[config.mk]
export PLATFORM = sky130hd
export DESIGN_NAME = newton_euler_backward_pass_unit
export DESIGN_NICKNAME = d
export VERILOG_FILES = /design/src/hdl/nebp_pkg.sv /design/src/hdl/newton_euler_backward_pass_unit.sv
export SDC_FILE = /design/constraint.sdc
export NUM_CORES = 2
export LEC_CHECK = 0
export BUFFER_PORTS_ARGS = -buffer_cell sky130_fd_sc_hd__buf_2
export CAP_MARGIN = 20
export CORE_MARGIN = 3
export CORE_UTILIZATION = 30
export DETAILED_ROUTE_END_ITERATION = 6
export HOLD_SLACK_MARGIN = 0.15
export PLACE_DENSITY = 0.5
export SKIP_LAST_GASP = 1
export SLEW_MARGIN = 5
export SYNTH_ARGS = -nofsm -noshare
export SYNTH_HDL_FRONTEND = slang
export SYNTH_SLANG_ARGS = --single-unit
export TNS_END_PERCENT = 5
[constraint.sdc]
create_clock -name clock -period 10.8 [get_ports clock]
set_clock_uncertainty 0.15 [all_clocks]
set_input_delay 1.08 -clock clock [delete_from_list [all_inputs] [get_ports clock]]
set_output_delay 1.08 -clock clock [all_outputs]
set_load 0.1 [all_outputs]
[src/hdl/nebp_pkg.sv]
`timescale 1ns / 1ps
// Types, codes and the step table for the Newton-Euler backward pass unit.
// Depends on nothing; the top level and its checker import it.
package nebp_pkg;

   // Sequencer states, one-hot.
   typedef enum logic [4:0] {
      S_IDLE  = 5'b00001,
      S_MUL   = 5'b00010,
      S_DRAIN = 5'b00100,
      S_SAT   = 5'b01000,
      S_DONE  = 5'b10000
   } state_type;

   // Command codes on the request channel.
   localparam logic CMD_LOAD = 1'b0;
   localparam logic CMD_LINK = 1'b1;

   // Source of the wide multiplier operand.
   typedef enum logic [1:0] {
      A_CHILD_F,
      A_CHILD_M,
      A_FC,
      A_SEL
   } opa_sel_type;

   // Source of the narrow multiplier operand.
   typedef enum logic [2:0] {
      B_ROT0,
      B_ROT1,
      B_ROT2,
      B_OFFSET,
      B_AXIS
   } opb_sel_type;

   // Where a finished dot product or cross term is written.
   typedef enum logic [1:0] {
      K_FC,
      K_RN,
      K_CX,
      K_DOT
   } dest_kind_type;

   // One micro-step of the shared multiply-accumulate unit.
   typedef struct packed {
      opa_sel_type   a_sel;
      logic [1:0]    a_idx;
      opb_sel_type   b_sel;
      logic [1:0]    b_idx;
      logic          sub;
      logic          first;
      logic          last;
      dest_kind_type d_kind;
      logic [1:0]    d_idx;
   } step_type;

   // Step numbers where the sequencer changes phase.
   localparam logic [4:0] STEP_CX_LAST   = 5'd23;
   localparam logic [4:0] STEP_DOT_FIRST = 5'd24;
   localparam logic [4:0] STEP_LAST      = 5'd26;

   function automatic step_type mk_step(input opa_sel_type a_sel, input logic [1:0] a_idx,
                                        input opb_sel_type b_sel, input logic [1:0] b_idx,
                                        input logic sub, input logic first, input logic last,
                                        input dest_kind_type d_kind, input logic [1:0] d_idx);
      step_type s;
      s.a_sel  = a_sel;
      s.a_idx  = a_idx;
      s.b_sel  = b_sel;
      s.b_idx  = b_idx;
      s.sub    = sub;
      s.first  = first;
      s.last   = last;
      s.d_kind = d_kind;
      s.d_idx  = d_idx;
      return s;
   endfunction

   // Program: rotated force and moment rows, the offset cross force, then
   // the axis dot product with the selected joint vector.
   function automatic step_type step_decode(input logic [4:0] step);
      step_type s;
      case (step)
         5'd0:  s = mk_step(A_CHILD_F, 2'd0, B_ROT0, 2'd0, 1'b0, 1'b1, 1'b0, K_FC, 2'd0);
         5'd1:  s = mk_step(A_CHILD_F, 2'd1, B_ROT0, 2'd1, 1'b0, 1'b0, 1'b0, K_FC, 2'd0);
         5'd2:  s = mk_step(A_CHILD_F, 2'd2, B_ROT0, 2'd2, 1'b0, 1'b0, 1'b1, K_FC, 2'd0);
         5'd3:  s = mk_step(A_CHILD_M, 2'd0, B_ROT0, 2'd0, 1'b0, 1'b1, 1'b0, K_RN, 2'd0);
         5'd4:  s = mk_step(A_CHILD_M, 2'd1, B_ROT0, 2'd1, 1'b0, 1'b0, 1'b0, K_RN, 2'd0);
         5'd5:  s = mk_step(A_CHILD_M, 2'd2, B_ROT0, 2'd2, 1'b0, 1'b0, 1'b1, K_RN, 2'd0);
         5'd6:  s = mk_step(A_CHILD_F, 2'd0, B_ROT1, 2'd0, 1'b0, 1'b1, 1'b0, K_FC, 2'd1);
         5'd7:  s = mk_step(A_CHILD_F, 2'd1, B_ROT1, 2'd1, 1'b0, 1'b0, 1'b0, K_FC, 2'd1);
         5'd8:  s = mk_step(A_CHILD_F, 2'd2, B_ROT1, 2'd2, 1'b0, 1'b0, 1'b1, K_FC, 2'd1);
         5'd9:  s = mk_step(A_CHILD_M, 2'd0, B_ROT1, 2'd0, 1'b0, 1'b1, 1'b0, K_RN, 2'd1);
         5'd10: s = mk_step(A_CHILD_M, 2'd1, B_ROT1, 2'd1, 1'b0, 1'b0, 1'b0, K_RN, 2'd1);
         5'd11: s = mk_step(A_CHILD_M, 2'd2, B_ROT1, 2'd2, 1'b0, 1'b0, 1'b1, K_RN, 2'd1);
         5'd12: s = mk_step(A_CHILD_F, 2'd0, B_ROT2, 2'd0, 1'b0, 1'b1, 1'b0, K_FC, 2'd2);
         5'd13: s = mk_step(A_CHILD_F, 2'd1, B_ROT2, 2'd1, 1'b0, 1'b0, 1'b0, K_FC, 2'd2);
         5'd14: s = mk_step(A_CHILD_F, 2'd2, B_ROT2, 2'd2, 1'b0, 1'b0, 1'b1, K_FC, 2'd2);
         5'd15: s = mk_step(A_CHILD_M, 2'd0, B_ROT2, 2'd0, 1'b0, 1'b1, 1'b0, K_RN, 2'd2);
         5'd16: s = mk_step(A_CHILD_M, 2'd1, B_ROT2, 2'd1, 1'b0, 1'b0, 1'b0, K_RN, 2'd2);
         5'd17: s = mk_step(A_CHILD_M, 2'd2, B_ROT2, 2'd2, 1'b0, 1'b0, 1'b1, K_RN, 2'd2);
         // cx = offset x fc, each component a difference of two products.
         5'd18: s = mk_step(A_FC, 2'd2, B_OFFSET, 2'd1, 1'b0, 1'b1, 1'b0, K_CX, 2'd0);
         5'd19: s = mk_step(A_FC, 2'd1, B_OFFSET, 2'd2, 1'b1, 1'b0, 1'b1, K_CX, 2'd0);
         5'd20: s = mk_step(A_FC, 2'd0, B_OFFSET, 2'd2, 1'b0, 1'b1, 1'b0, K_CX, 2'd1);
         5'd21: s = mk_step(A_FC, 2'd2, B_OFFSET, 2'd0, 1'b1, 1'b0, 1'b1, K_CX, 2'd1);
         5'd22: s = mk_step(A_FC, 2'd1, B_OFFSET, 2'd0, 1'b0, 1'b1, 1'b0, K_CX, 2'd2);
         5'd23: s = mk_step(A_FC, 2'd0, B_OFFSET, 2'd1, 1'b1, 1'b0, 1'b1, K_CX, 2'd2);
         // Axis dot the saturated force or moment.
         5'd24: s = mk_step(A_SEL, 2'd0, B_AXIS, 2'd0, 1'b0, 1'b1, 1'b0, K_DOT, 2'd0);
         5'd25: s = mk_step(A_SEL, 2'd1, B_AXIS, 2'd1, 1'b0, 1'b0, 1'b0, K_DOT, 2'd0);
         5'd26: s = mk_step(A_SEL, 2'd2, B_AXIS, 2'd2, 1'b0, 1'b0, 1'b1, K_DOT, 2'd0);
         default: s = mk_step(A_SEL, 2'd0, B_AXIS, 2'd0, 1'b0, 1'b1, 1'b0, K_DOT, 2'd0);
      endcase
      return s;
   endfunction

endpackage

[src/hdl/newton_euler_backward_pass_unit.sv]
`timescale 1ns / 1ps
// Recursive Newton-Euler backward pass (tip to base), one link per transaction.
// Depends on nebp_pkg for the sequencer states and the multiply-accumulate step table.
//
// Usage:
//   Request channel (req_*): a transaction with req_cmd low loads the tip force and
//   moment as the running child wrench and gives no response. A transaction with
//   req_cmd high processes one link, fed from tip toward base, and gives exactly one
//   response transaction (rsp_*) with the joint force, moment, torque and a flag
//   that is high if any of the seven result components was clipped.
//   Timing: after a load transaction the block is ready again in the next cycle.
//   A link transaction runs 27 products through one shared multiplier and
//   accumulator under a step sequencer, one product per cycle in each multiply
//   phase; the response is presented and req_ready returns in the same cycle, so
//   links are handled one at a time and the next link can be accepted in that
//   cycle at the earliest. The two multiply phases each end in a drain state, a
//   saturation state lies between them, and a done state waits for the output.
//   The response sits in an output register; a stalled receiver holds it there,
//   and a following link is worked on meanwhile up to the point where its own
//   response is ready to load.
//   Reset (synchronous, active high) clears the child wrench to zero, empties the
//   output register and returns the sequencer to idle.
module newton_euler_backward_pass_unit
   import nebp_pkg::*;
#(
   parameter int COMPONENT_BITS = 20,
   parameter int FRACTION_BITS  = 10
) (
   input  logic                            clock,
   input  logic                            reset,
   input  logic                            req_valid,
   output logic                            req_ready,
   input  logic                            req_cmd,
   input  logic [3*COMPONENT_BITS-1:0]     req_inertial_force,
   input  logic [3*COMPONENT_BITS-1:0]     req_inertial_moment,
   input  logic [3*COMPONENT_BITS-1:0]     req_rot_row0,
   input  logic [3*COMPONENT_BITS-1:0]     req_rot_row1,
   input  logic [3*COMPONENT_BITS-1:0]     req_rot_row2,
   input  logic [3*COMPONENT_BITS-1:0]     req_offset_vec,
   input  logic [3*COMPONENT_BITS-1:0]     req_axis_vec,
   input  logic                            req_is_prismatic,
   output logic                            rsp_valid,
   input  logic                            rsp_ready,
   output logic [3*COMPONENT_BITS-1:0]     rsp_joint_force,
   output logic [3*COMPONENT_BITS-1:0]     rsp_joint_moment,
   output logic signed [COMPONENT_BITS-1:0] rsp_joint_torque,
   output logic                            rsp_saturated
);

   localparam int CB     = COMPONENT_BITS;
   localparam int FB     = FRACTION_BITS;
   localparam int VEC_W  = 3 * CB;
   localparam int RF     = CB - 2;       // fraction bits of a rotation entry
   localparam int OPA_W  = CB + 3;       // rotated child vector components
   localparam int PROD_W = OPA_W + CB;
   localparam int ACC_W  = 2 * CB + 4;
   localparam int SUM_W  = ACC_W + 2;

   localparam logic signed [ACC_W-1:0] HALF_ROT  = ACC_W'(64'sd1 <<< (RF - 1));
   localparam logic signed [ACC_W-1:0] HALF_FRAC = ACC_W'(64'sd1 <<< (FB - 1));
   localparam logic signed [SUM_W-1:0] SAT_MAX   = SUM_W'((64'sd1 <<< (CB - 1)) - 64'sd1);
   localparam logic signed [SUM_W-1:0] SAT_MIN   = SUM_W'(-(64'sd1 <<< (CB - 1)));

   // Signed component idx of a packed vector.
   function automatic logic signed [CB-1:0] comp(input logic [VEC_W-1:0] v,
                                                 input logic [1:0] idx);
      logic signed [CB-1:0] c;
      case (idx)
         2'd0:    c = v[CB-1:0];
         2'd1:    c = v[2*CB-1:CB];
         default: c = v[3*CB-1:2*CB];
      endcase
      return c;
   endfunction

   function automatic logic signed [CB-1:0] sat_val(input logic signed [SUM_W-1:0] v);
      logic signed [CB-1:0] r;
      if (v > SAT_MAX) begin
         r = SAT_MAX[CB-1:0];
      end else if (v < SAT_MIN) begin
         r = SAT_MIN[CB-1:0];
      end else begin
         r = v[CB-1:0];
      end
      return r;
   endfunction

   function automatic logic sat_hit(input logic signed [SUM_W-1:0] v);
      return (v > SAT_MAX) || (v < SAT_MIN);
   endfunction

   // Sequencer and item registers.
   state_type              state_ff, state_in;
   logic [4:0]             step_ff, step_in;
   logic [VEC_W-1:0]       cf_ff, cf_in;
   logic [VEC_W-1:0]       cm_ff, cm_in;
   logic [VEC_W-1:0]       fin_ff, nin_ff, rot0_ff, rot1_ff, rot2_ff, off_ff, axis_ff;
   logic                   prism_ff;
   logic                   flag_ff, flag_in;

   // Multiply-accumulate pipeline.
   step_type               dec;
   step_type               meta_ff;
   logic                   pv_ff, pv_in;
   logic signed [OPA_W-1:0]  opa;
   logic signed [CB-1:0]     opb;
   logic signed [PROD_W-1:0] prod_in, prod_ff;
   logic signed [ACC_W-1:0]  acc_ff;
   logic signed [ACC_W-1:0]  prod_ext, acc_base, acc_sum, rounded;
   logic signed [OPA_W-1:0]  fc_ff [3];
   logic signed [OPA_W-1:0]  rn_ff [3];
   logic signed [ACC_W-1:0]  cx_ff [3];
   logic signed [ACC_W-1:0]  dot_ff;

   // Saturation stage and output register.
   logic [VEC_W-1:0]       f_pack, n_pack;
   logic                   sat_any;
   logic signed [CB-1:0]   tq_val;
   logic                   tq_hit;
   logic                   out_free, out_load;
   logic                   rsp_valid_ff, rsp_valid_in;
   logic [VEC_W-1:0]       rsp_force_ff, rsp_moment_ff;
   logic signed [CB-1:0]   rsp_torque_ff;
   logic                   rsp_sat_ff;

   logic                   req_fire;

   assign req_ready = (state_ff == S_IDLE);
   assign req_fire  = req_valid && req_ready;
   assign dec       = step_decode(step_ff);
   assign out_free  = !rsp_valid_ff || rsp_ready;
   assign out_load  = (state_ff == S_DONE) && out_free;

   // Step sequencer.
   always_comb begin
      state_in = state_ff;
      step_in  = step_ff;
      unique case (state_ff)
         S_IDLE: begin
            if (req_fire && (req_cmd == CMD_LINK)) begin
               state_in = S_MUL;
               step_in  = '0;
            end
         end
         S_MUL: begin
            step_in = step_ff + 5'd1;
            if ((step_ff == STEP_CX_LAST) || (step_ff == STEP_LAST)) begin
               state_in = S_DRAIN;
            end
         end
         S_DRAIN: begin
            state_in = (step_ff == STEP_DOT_FIRST) ? S_SAT : S_DONE;
         end
         S_SAT: begin
            state_in = S_MUL;
         end
         S_DONE: begin
            if (out_free) begin
               state_in = S_IDLE;
            end
         end
         default: begin
            state_in = S_IDLE;
         end
      endcase
   end

   // Operand selection for the shared multiplier.
   always_comb begin
      case (dec.a_sel)
         A_CHILD_F: opa = OPA_W'(comp(cf_ff, dec.a_idx));
         A_CHILD_M: opa = OPA_W'(comp(cm_ff, dec.a_idx));
         A_FC:      opa = fc_ff[dec.a_idx];
         default:   opa = OPA_W'(comp(prism_ff ? cf_ff : cm_ff, dec.a_idx));
      endcase
      case (dec.b_sel)
         B_ROT0:   opb = comp(rot0_ff, dec.b_idx);
         B_ROT1:   opb = comp(rot1_ff, dec.b_idx);
         B_ROT2:   opb = comp(rot2_ff, dec.b_idx);
         B_OFFSET: opb = comp(off_ff, dec.b_idx);
         default:  opb = comp(axis_ff, dec.b_idx);
      endcase
   end

   assign prod_in = opa * opb;
   assign pv_in   = (state_ff == S_MUL);

   // Accumulate, then round the finished sum to nearest, ties upward.
   always_comb begin
      prod_ext = ACC_W'(prod_ff);
      acc_base = meta_ff.first ? '0 : acc_ff;
      acc_sum  = meta_ff.sub ? (acc_base - prod_ext) : (acc_base + prod_ext);
      if ((meta_ff.d_kind == K_FC) || (meta_ff.d_kind == K_RN)) begin
         rounded = (acc_sum + HALF_ROT) >>> RF;
      end else begin
         rounded = (acc_sum + HALF_FRAC) >>> FB;
      end
   end

   // Joint force and moment with clipping, one adder set per component.
   always_comb begin
      logic signed [SUM_W-1:0] fs;
      logic signed [SUM_W-1:0] ns;
      sat_any = 1'b0;
      f_pack  = '0;
      n_pack  = '0;
      for (int k = 0; k < 3; k++) begin
         fs = SUM_W'(comp(fin_ff, 2'(k))) + SUM_W'(fc_ff[k]);
         ns = SUM_W'(comp(nin_ff, 2'(k))) + SUM_W'(rn_ff[k]) + SUM_W'(cx_ff[k]);
         f_pack[k*CB +: CB] = sat_val(fs);
         n_pack[k*CB +: CB] = sat_val(ns);
         sat_any = sat_any | sat_hit(fs) | sat_hit(ns);
      end
   end

   assign tq_val = sat_val(SUM_W'(dot_ff));
   assign tq_hit = sat_hit(SUM_W'(dot_ff));

   // Child wrench and clip flag.
   always_comb begin
      cf_in   = cf_ff;
      cm_in   = cm_ff;
      flag_in = flag_ff;
      if (req_fire && (req_cmd == CMD_LOAD)) begin
         cf_in = req_inertial_force;
         cm_in = req_inertial_moment;
      end else if (state_ff == S_SAT) begin
         cf_in   = f_pack;
         cm_in   = n_pack;
         flag_in = sat_any;
      end
   end

   assign rsp_valid_in = out_load ? 1'b1 : (rsp_ready ? 1'b0 : rsp_valid_ff);

   // Control registers.
   always_ff @(posedge clock) begin
      if (reset) begin
         state_ff     <= S_IDLE;
         step_ff      <= '0;
         pv_ff        <= 1'b0;
         cf_ff        <= '0;
         cm_ff        <= '0;
         rsp_valid_ff <= 1'b0;
      end else begin
         state_ff     <= state_in;
         step_ff      <= step_in;
         pv_ff        <= pv_in;
         cf_ff        <= cf_in;
         cm_ff        <= cm_in;
         rsp_valid_ff <= rsp_valid_in;
      end
   end

   // Captured request fields, taken on every accepted transaction, and the clip flag.
   always_ff @(posedge clock) begin
      if (req_fire) begin
         fin_ff   <= req_inertial_force;
         nin_ff   <= req_inertial_moment;
         rot0_ff  <= req_rot_row0;
         rot1_ff  <= req_rot_row1;
         rot2_ff  <= req_rot_row2;
         off_ff   <= req_offset_vec;
         axis_ff  <= req_axis_vec;
         prism_ff <= req_is_prismatic;
      end
      flag_ff <= flag_in;
   end

   // Multiplier output register and accumulator write-back.
   always_ff @(posedge clock) begin
      if (pv_in) begin
         prod_ff <= prod_in;
         meta_ff <= dec;
      end
      if (pv_ff) begin
         if (meta_ff.last) begin
            case (meta_ff.d_kind)
               K_FC:    fc_ff[meta_ff.d_idx] <= rounded[OPA_W-1:0];
               K_RN:    rn_ff[meta_ff.d_idx] <= rounded[OPA_W-1:0];
               K_CX:    cx_ff[meta_ff.d_idx] <= rounded;
               default: dot_ff <= rounded;
            endcase
         end else begin
            acc_ff <= acc_sum;
         end
      end
   end

   // Output register.
   always_ff @(posedge clock) begin
      if (out_load) begin
         rsp_force_ff  <= cf_ff;
         rsp_moment_ff <= cm_ff;
         rsp_torque_ff <= tq_val;
         rsp_sat_ff    <= flag_ff | tq_hit;
      end
   end

   assign rsp_valid        = rsp_valid_ff;
   assign rsp_joint_force  = rsp_force_ff;
   assign rsp_joint_moment = rsp_moment_ff;
   assign rsp_joint_torque = rsp_torque_ff;
   assign rsp_saturated    = rsp_sat_ff;

endmodule

* Yosys cells after proc, flatten, opt, wreduce, memory -nomap -nowiden
Memories as Yosys holds them, arrays and structs flattened. A register that Yosys moved wholly into a read port is not among the register bits.
Index checks and enable logic that the tools add are counted.
** Word-level totals
- Input port bits :: 426
- Output and inout bits :: 143
- Register bits :: 833
- Bits in read-only memories :: 512
- Word-level logic and storage cells :: 173
- Memories kept :: 4
- Memory bits (writable) :: 270
** Operators by class
- Multiplexer cells :: 54
- Order comparisons :: 14
- Reductions and logical operators :: 29
- Bitwise gates (word level) :: 10
- $add $sub $neg :: 14
- $mul :: 1
- Equality and inequality tests :: 20
** Memory list
- (no name shown) :: depth 32, bits a word 16, rd ports 1, clocked after Yosys merged registers in 1, wr ports 0, line nebp_pkg.sv:83 : case (step)
- cx_ff :: depth 3, bits a word 44, rd ports 3, clocked after Yosys merged registers in 0, wr ports 1, line newton_euler_backward_pass_unit.sv:112 : logic signed [ACC_W-1:0] cx_ff [3];
- fc_ff :: depth 3, bits a word 23, rd ports 4, clocked after Yosys merged registers in 0, wr ports 1, line newton_euler_backward_pass_unit.sv:110 : logic signed [OPA_W-1:0] fc_ff [3];
- rn_ff :: depth 3, bits a word 23, rd ports 3, clocked after Yosys merged registers in 0, wr ports 1, line newton_euler_backward_pass_unit.sv:111 : logic signed [OPA_W-1:0] rn_ff [3];
** Operators with widths (number)
- 20-bit case mux with 2 select lines :: 8
- 60-bit 2-to-1 mux :: 5
- 20-bit 2-to-1 mux :: 13
- 20-bit by 23-bit adder with 24-bit output :: 6
- 24-bit by 44-bit adder with 45-bit output :: 3
- 45-bit by 20-bit greater-than comparator with 1-bit output, second input constant :: 3
- 45-bit by 20-bit < comparator with 1-bit output, second input constant :: 3
- 44-bit 2-to-1 mux :: 3
- 20-bit case mux with 4 select lines :: 1
- 24-bit by 20-bit greater-than comparator with 1-bit output, second input constant :: 3
- 24-bit by 20-bit < comparator with 1-bit output, second input constant :: 3
- 23-bit case mux with 3 select lines :: 1
- 44-bit by 11-bit adder with 44-bit output, second input constant :: 1
- 44-bit by 19-bit adder with 44-bit output, second input constant :: 1
- 44-bit by 43-bit adder with 44-bit output :: 1
- 44-bit by 20-bit greater-than comparator with 1-bit output, second input constant :: 1
- 44-bit by 20-bit < comparator with 1-bit output, second input constant :: 1
- 44-bit by 43-bit subtractor with 44-bit output :: 1
- 23-bit by 20-bit multiplier with 43-bit output :: 1
- 5-bit 2-to-1 mux :: 7
- 5-bit case mux with 5 select lines :: 1
- 5-bit == test, second input constant :: 4
- 1-bit 2-to-1 mux :: 14
- 1-bit logical OR :: 10
- 22 further kinds :: 47

* Depth between registers and ports, before layout
- Word-level depth :: 9
- Mapped depth :: 37

* Worst setup path before layout
No wires, ideal clock.
- Path type :: register -> register
- Start point :: reg state_ff[1]
- End point :: reg axis_ff[0] (enable)
- Stages on the path, launching flop included :: 6
- Setup time :: 767 ps
- Data arrival time :: 9583 ps
- Buffers on the path :: 0
- Path slack :: 299 ps
- Cells stage by stage :: dfxtp_1 > nor3_1 > nand3b_1 > inv_1 > nand2_1 > inv_1
** On the way
- Word-level cells in the longest chain between the ends :: 2
** RTL lines
- start, declared :: line newton_euler_backward_pass_unit.sv:93 : state_type state_ff, state_in;
- start signal, assigned :: line newton_euler_backward_pass_unit.sv:246 : state_ff <= state_in;
- 5-bit by 1-bit == test with 1-bit output :: line newton_euler_backward_pass_unit.sv:128 : assign req_ready = (state_ff == S_IDLE);
- via req_ready :: line newton_euler_backward_pass_unit.sv:32 : output logic req_ready,
- 1-bit logical AND :: line newton_euler_backward_pass_unit.sv:129 : assign req_fire = req_valid && req_ready;
- via req_fire :: line newton_euler_backward_pass_unit.sv:126 : logic req_fire;
- end signal, assigned :: line newton_euler_backward_pass_unit.sv:264 : axis_ff <= req_axis_vec;
- end, declared :: line newton_euler_backward_pass_unit.sv:97 : logic [VEC_W-1:0] fin_ff, nin_ff, rot0_ff, rot1_ff, rot2_ff, off_ff, axis_ff;
The timed path passes the listed nets, and every way through them passes these cells.
A chain may end at the register's enable or synchronous reset.

* Final worst setup path
- Start point :: reg, netlist name dec[13]
- End point :: reg prod_ff[37] (data pin)
** On the way
- Word-level cells in the longest chain between the ends :: 4
** RTL lines
- 2-bit by 1-bit == test with 1-bit output or 2-bit logical NOT (tied branches) :: line newton_euler_backward_pass_unit.sv:68 : case (idx)
- 20-bit case mux with 2 select lines :: line newton_euler_backward_pass_unit.sv:68
- 23-bit case mux with 3 select lines * :: line newton_euler_backward_pass_unit.sv:170 : case (dec.a_sel)
- 23-bit by 20-bit multiplier with 43-bit output * :: line newton_euler_backward_pass_unit.sv:185 : assign prod_in = opa * opb;
- via prod_in[37] :: line newton_euler_backward_pass_unit.sv:107 : logic signed [PROD_W-1:0] prod_in, prod_ff;
- end signal, assigned :: line newton_euler_backward_pass_unit.sv:273 : prod_ff <= prod_in;
- end, declared :: line newton_euler_backward_pass_unit.sv:107
Mark *: on every way through the listed nets, which the timed path passes. The rest lies on a longest branch.

==> results.json <==
{
  "die_h_um": 504,
  "hold_viol_final": 0,
  "post_cts_buffers": 0,
  "cp_common_cell": "fa_1",
  "synth_warnings": 0,
  "stdcell_area_um2": 85800,
  "hp-class": "flop to flop",
  "vdd_drop_max_mv": 0.297,
  "p_leak_nw": 34.1,
  "timing.max_cap.violations": 0,
  "period_needed_ps": 10020,
  "cp_num_buf_inv": 6,
  "drc": 0,
  "synth_nets": 8152,
  "port_buffers": 568,
  "place_area_um2": 81600,
  "fill_cells": 24700,
  "power_density_nw_per_um2": 246,
  "grt_pass1_wl_um": 375000,
  "cts_sinks": 1100,
  "synth_seq_area_share_pct": 42.5,
  "vias": 55400,
  "crit_path_max_incr_delay_ps": 860,
  "async_flop_share_pct": 0,
  "ys.flop_type": "edfxtp_1",
  "htreeDepth": 3,
  "critPathRequiredTime_ps": 11160,
  "worst_pin_slew_ps": 1130,
  "drtPass1Iterations": 6,
  "max_freq_mhz": 99.8,
  "status": "finished clean",
  "io_pins": 569,
  "grt_use_total_pct": 19.5,
  "critPathArrivalTime_ps": 10370,
  "clk_path_buf_depth": 3,
  "rows": 182,
  "rsz0062_at_grt": "false",
  "dpl.hpwl_um": 196000,
  "area_growth_pct": 15.4,
  "finalMaxSlewViolations": 0,
  "grt_overflow": 0,
  "final_nets": 8669,
  "finalSetupViolations": 0,
  "clk_latency_ps": 830,
  "crit_slowest_cell": "dfxtp_4",
  "antenna_found_initial": 27,
  "drt_iter0_markers": 4790,
  "final.period_utilization_pct": 92.7,
  "holdWs_ps": 255,
  "slew_headroom_pct": 22.8,
  "layout_common_cells": "edfxtp_1 (954), inv_1 (652), nand2_1 (596)",
  "critPathCaptureType": "flop",
  "core_um2": 246000,
  "avgSynthCellArea_um2": 10.9,
  "postCtsHoldBufs": 0,
  "critPathKind": "flop to flop",
  "path_max_fanout": 62,
  "final_common_cell": "edfxtp_1",
  "startpoint_type": "flop",
  "start_util_pct": 30.2,
  "fp.dieW_um": 504,
  "cts_root_buf": "clkbuf_16",
  "first_global_vias": 56100,
  "syn_area_um2": 74300,
  "drive_gt1_share_pct": 14.6,
  "post_drt_wl_per_cell_um": 23.5,
  "vias_per_cell": 5.16,
  "post_cts_resized": 0,
  "clk_pin_slew_worst_paths_ps": 60,
  "synth_edf_count": 954,
  "antenna_left": 0,
  "routed_wl_um": 252000,
  "synth_cells": 6802,
  "cts_made_buffers": 118,
  "ys_types": 107,
  "post-route-util_pct": 34.8,
  "ys_seq_elements": 1100,
  "grt_max_degree": 167,
  "cp_top_family": "adder cells",
  "cts_tree": "done",
  "gp_congestion": 0.901,
  "dieArea_um2": 254000,
  "setup_tns_ps": 0
}
[metrics by stage]
| stage | setup slack (ps) | std cells | power (mW) |
|---|---|---|---|
| after floorplan | 299 | 6802 | 13.7 |
| after detailed placement | 959 | 10500 | 17.0 |
| after global routing | 268 | 10700 | 22.9 |
| after CTS | 890 | 10700 | 21.4 |
| final | 785 | 10700 | 21.1 |
| after global placement | 1030 | 10500 | 17.0 |
[area by class of cell]
type	instances	area (µm²)	area share (%)
well taps	3312	4140	4.83
clock inverters	69	850	0.990
clock buffers	152	3210	3.75
diodes	12	30.0	0.0350
multi-input cells	4730	39400	45.9
repair buffers	712	4060	4.74
flip-flops and latches	1100	31600	36.8
inverters	657	2480	2.89
[sequential cells by signal, indices dropped and copies added (netlist names), 5 cells and up]
name / flops
acc_ff: 44
axis_ff: 60
dot_ff: 34
cm_ff: 60
rot2_ff: 60
rsp_joint_torque: 20
off_ff: 60
meta_ff: 7
cx_ff: 102
rsp_joint_moment: 60
prod_ff: 43
state_ff: 5
fin_ff: 60
rsp_joint_force: 60
rot0_ff: 60
cf_ff: 60
nin_ff: 60
rn_ff: 69
fc_ff: 92
step_ff: 5
dec: 14
rot1_ff: 60
[per-layer routing]
| layer | GRT usage (%) | vias up | share of wire, % |
|---|---|---|---|
| met5 | 0 | - | 0.064 |
| met2 | 31.8 | 2111 | 46 |
| met4 | 6.41 | 24 | 3.7 |
| met3 | 3.68 | 369 | 7.3 |
| li1 | - | 25100 | - |
| met1 | 26.0 | 27900 | 43 |
[worst paths after layout]
| check | from | endpoint | slack (ps) | cells after the start |
|---|---|---|---|---|
| worst max register to register | dec[13]$_DFF_P_ | prod_ff[37]$_DFFE_PP_ | 780 | 28 |
| worst min-delay path | dec[4]$_DFF_P_ | meta_ff[4]$_DFFE_PP_ | 260 | 0 |
| worst min register to register | dec[4]$_DFF_P_ | meta_ff[4]$_DFFE_PP_ | 260 | 0 |
| worst max-delay path | dec[13]$_DFF_P_ | prod_ff[37]$_DFFE_PP_ | 780 | 28 |
[Yosys cell counts, types with 142 or more instances]
cell	count	area [µm²]
nand2_1	596	2240
a21oi_1	448	2240
o21ai_0	275	1380
mux2i_1	162	1620
edfxtp_1	954	28600
fa_1	584	11700
a21o_1	142	1070
dfxtp_1	146	2920
nor2_1	473	1780
clkbuf_1	268	1010
ha_1	340	4250
xnor2_1	214	1870
inv_1	654	2450
[cells by family after synthesis]
logic type	synth area share [%]
xor gates and xnor gates	3.30
DFF	42.5
muxes	3.28
and+or+nand+nor	12.1
adders and majority gates	21.4
AOI/OAI and AO/OA	12.5
buffers and inverters	4.95
[report_power, final]
group	total, mW	leakage, nW	internal (mW)	switching (mW)
clock network	4.28	1.97	2.43	1.85
registers	5.91	10.1	5.59	0.322
logic	11.0	22.0	4.12	6.83
total	21.1	34.1	12.1	9.00
Power figures use the tool's default switching activity.
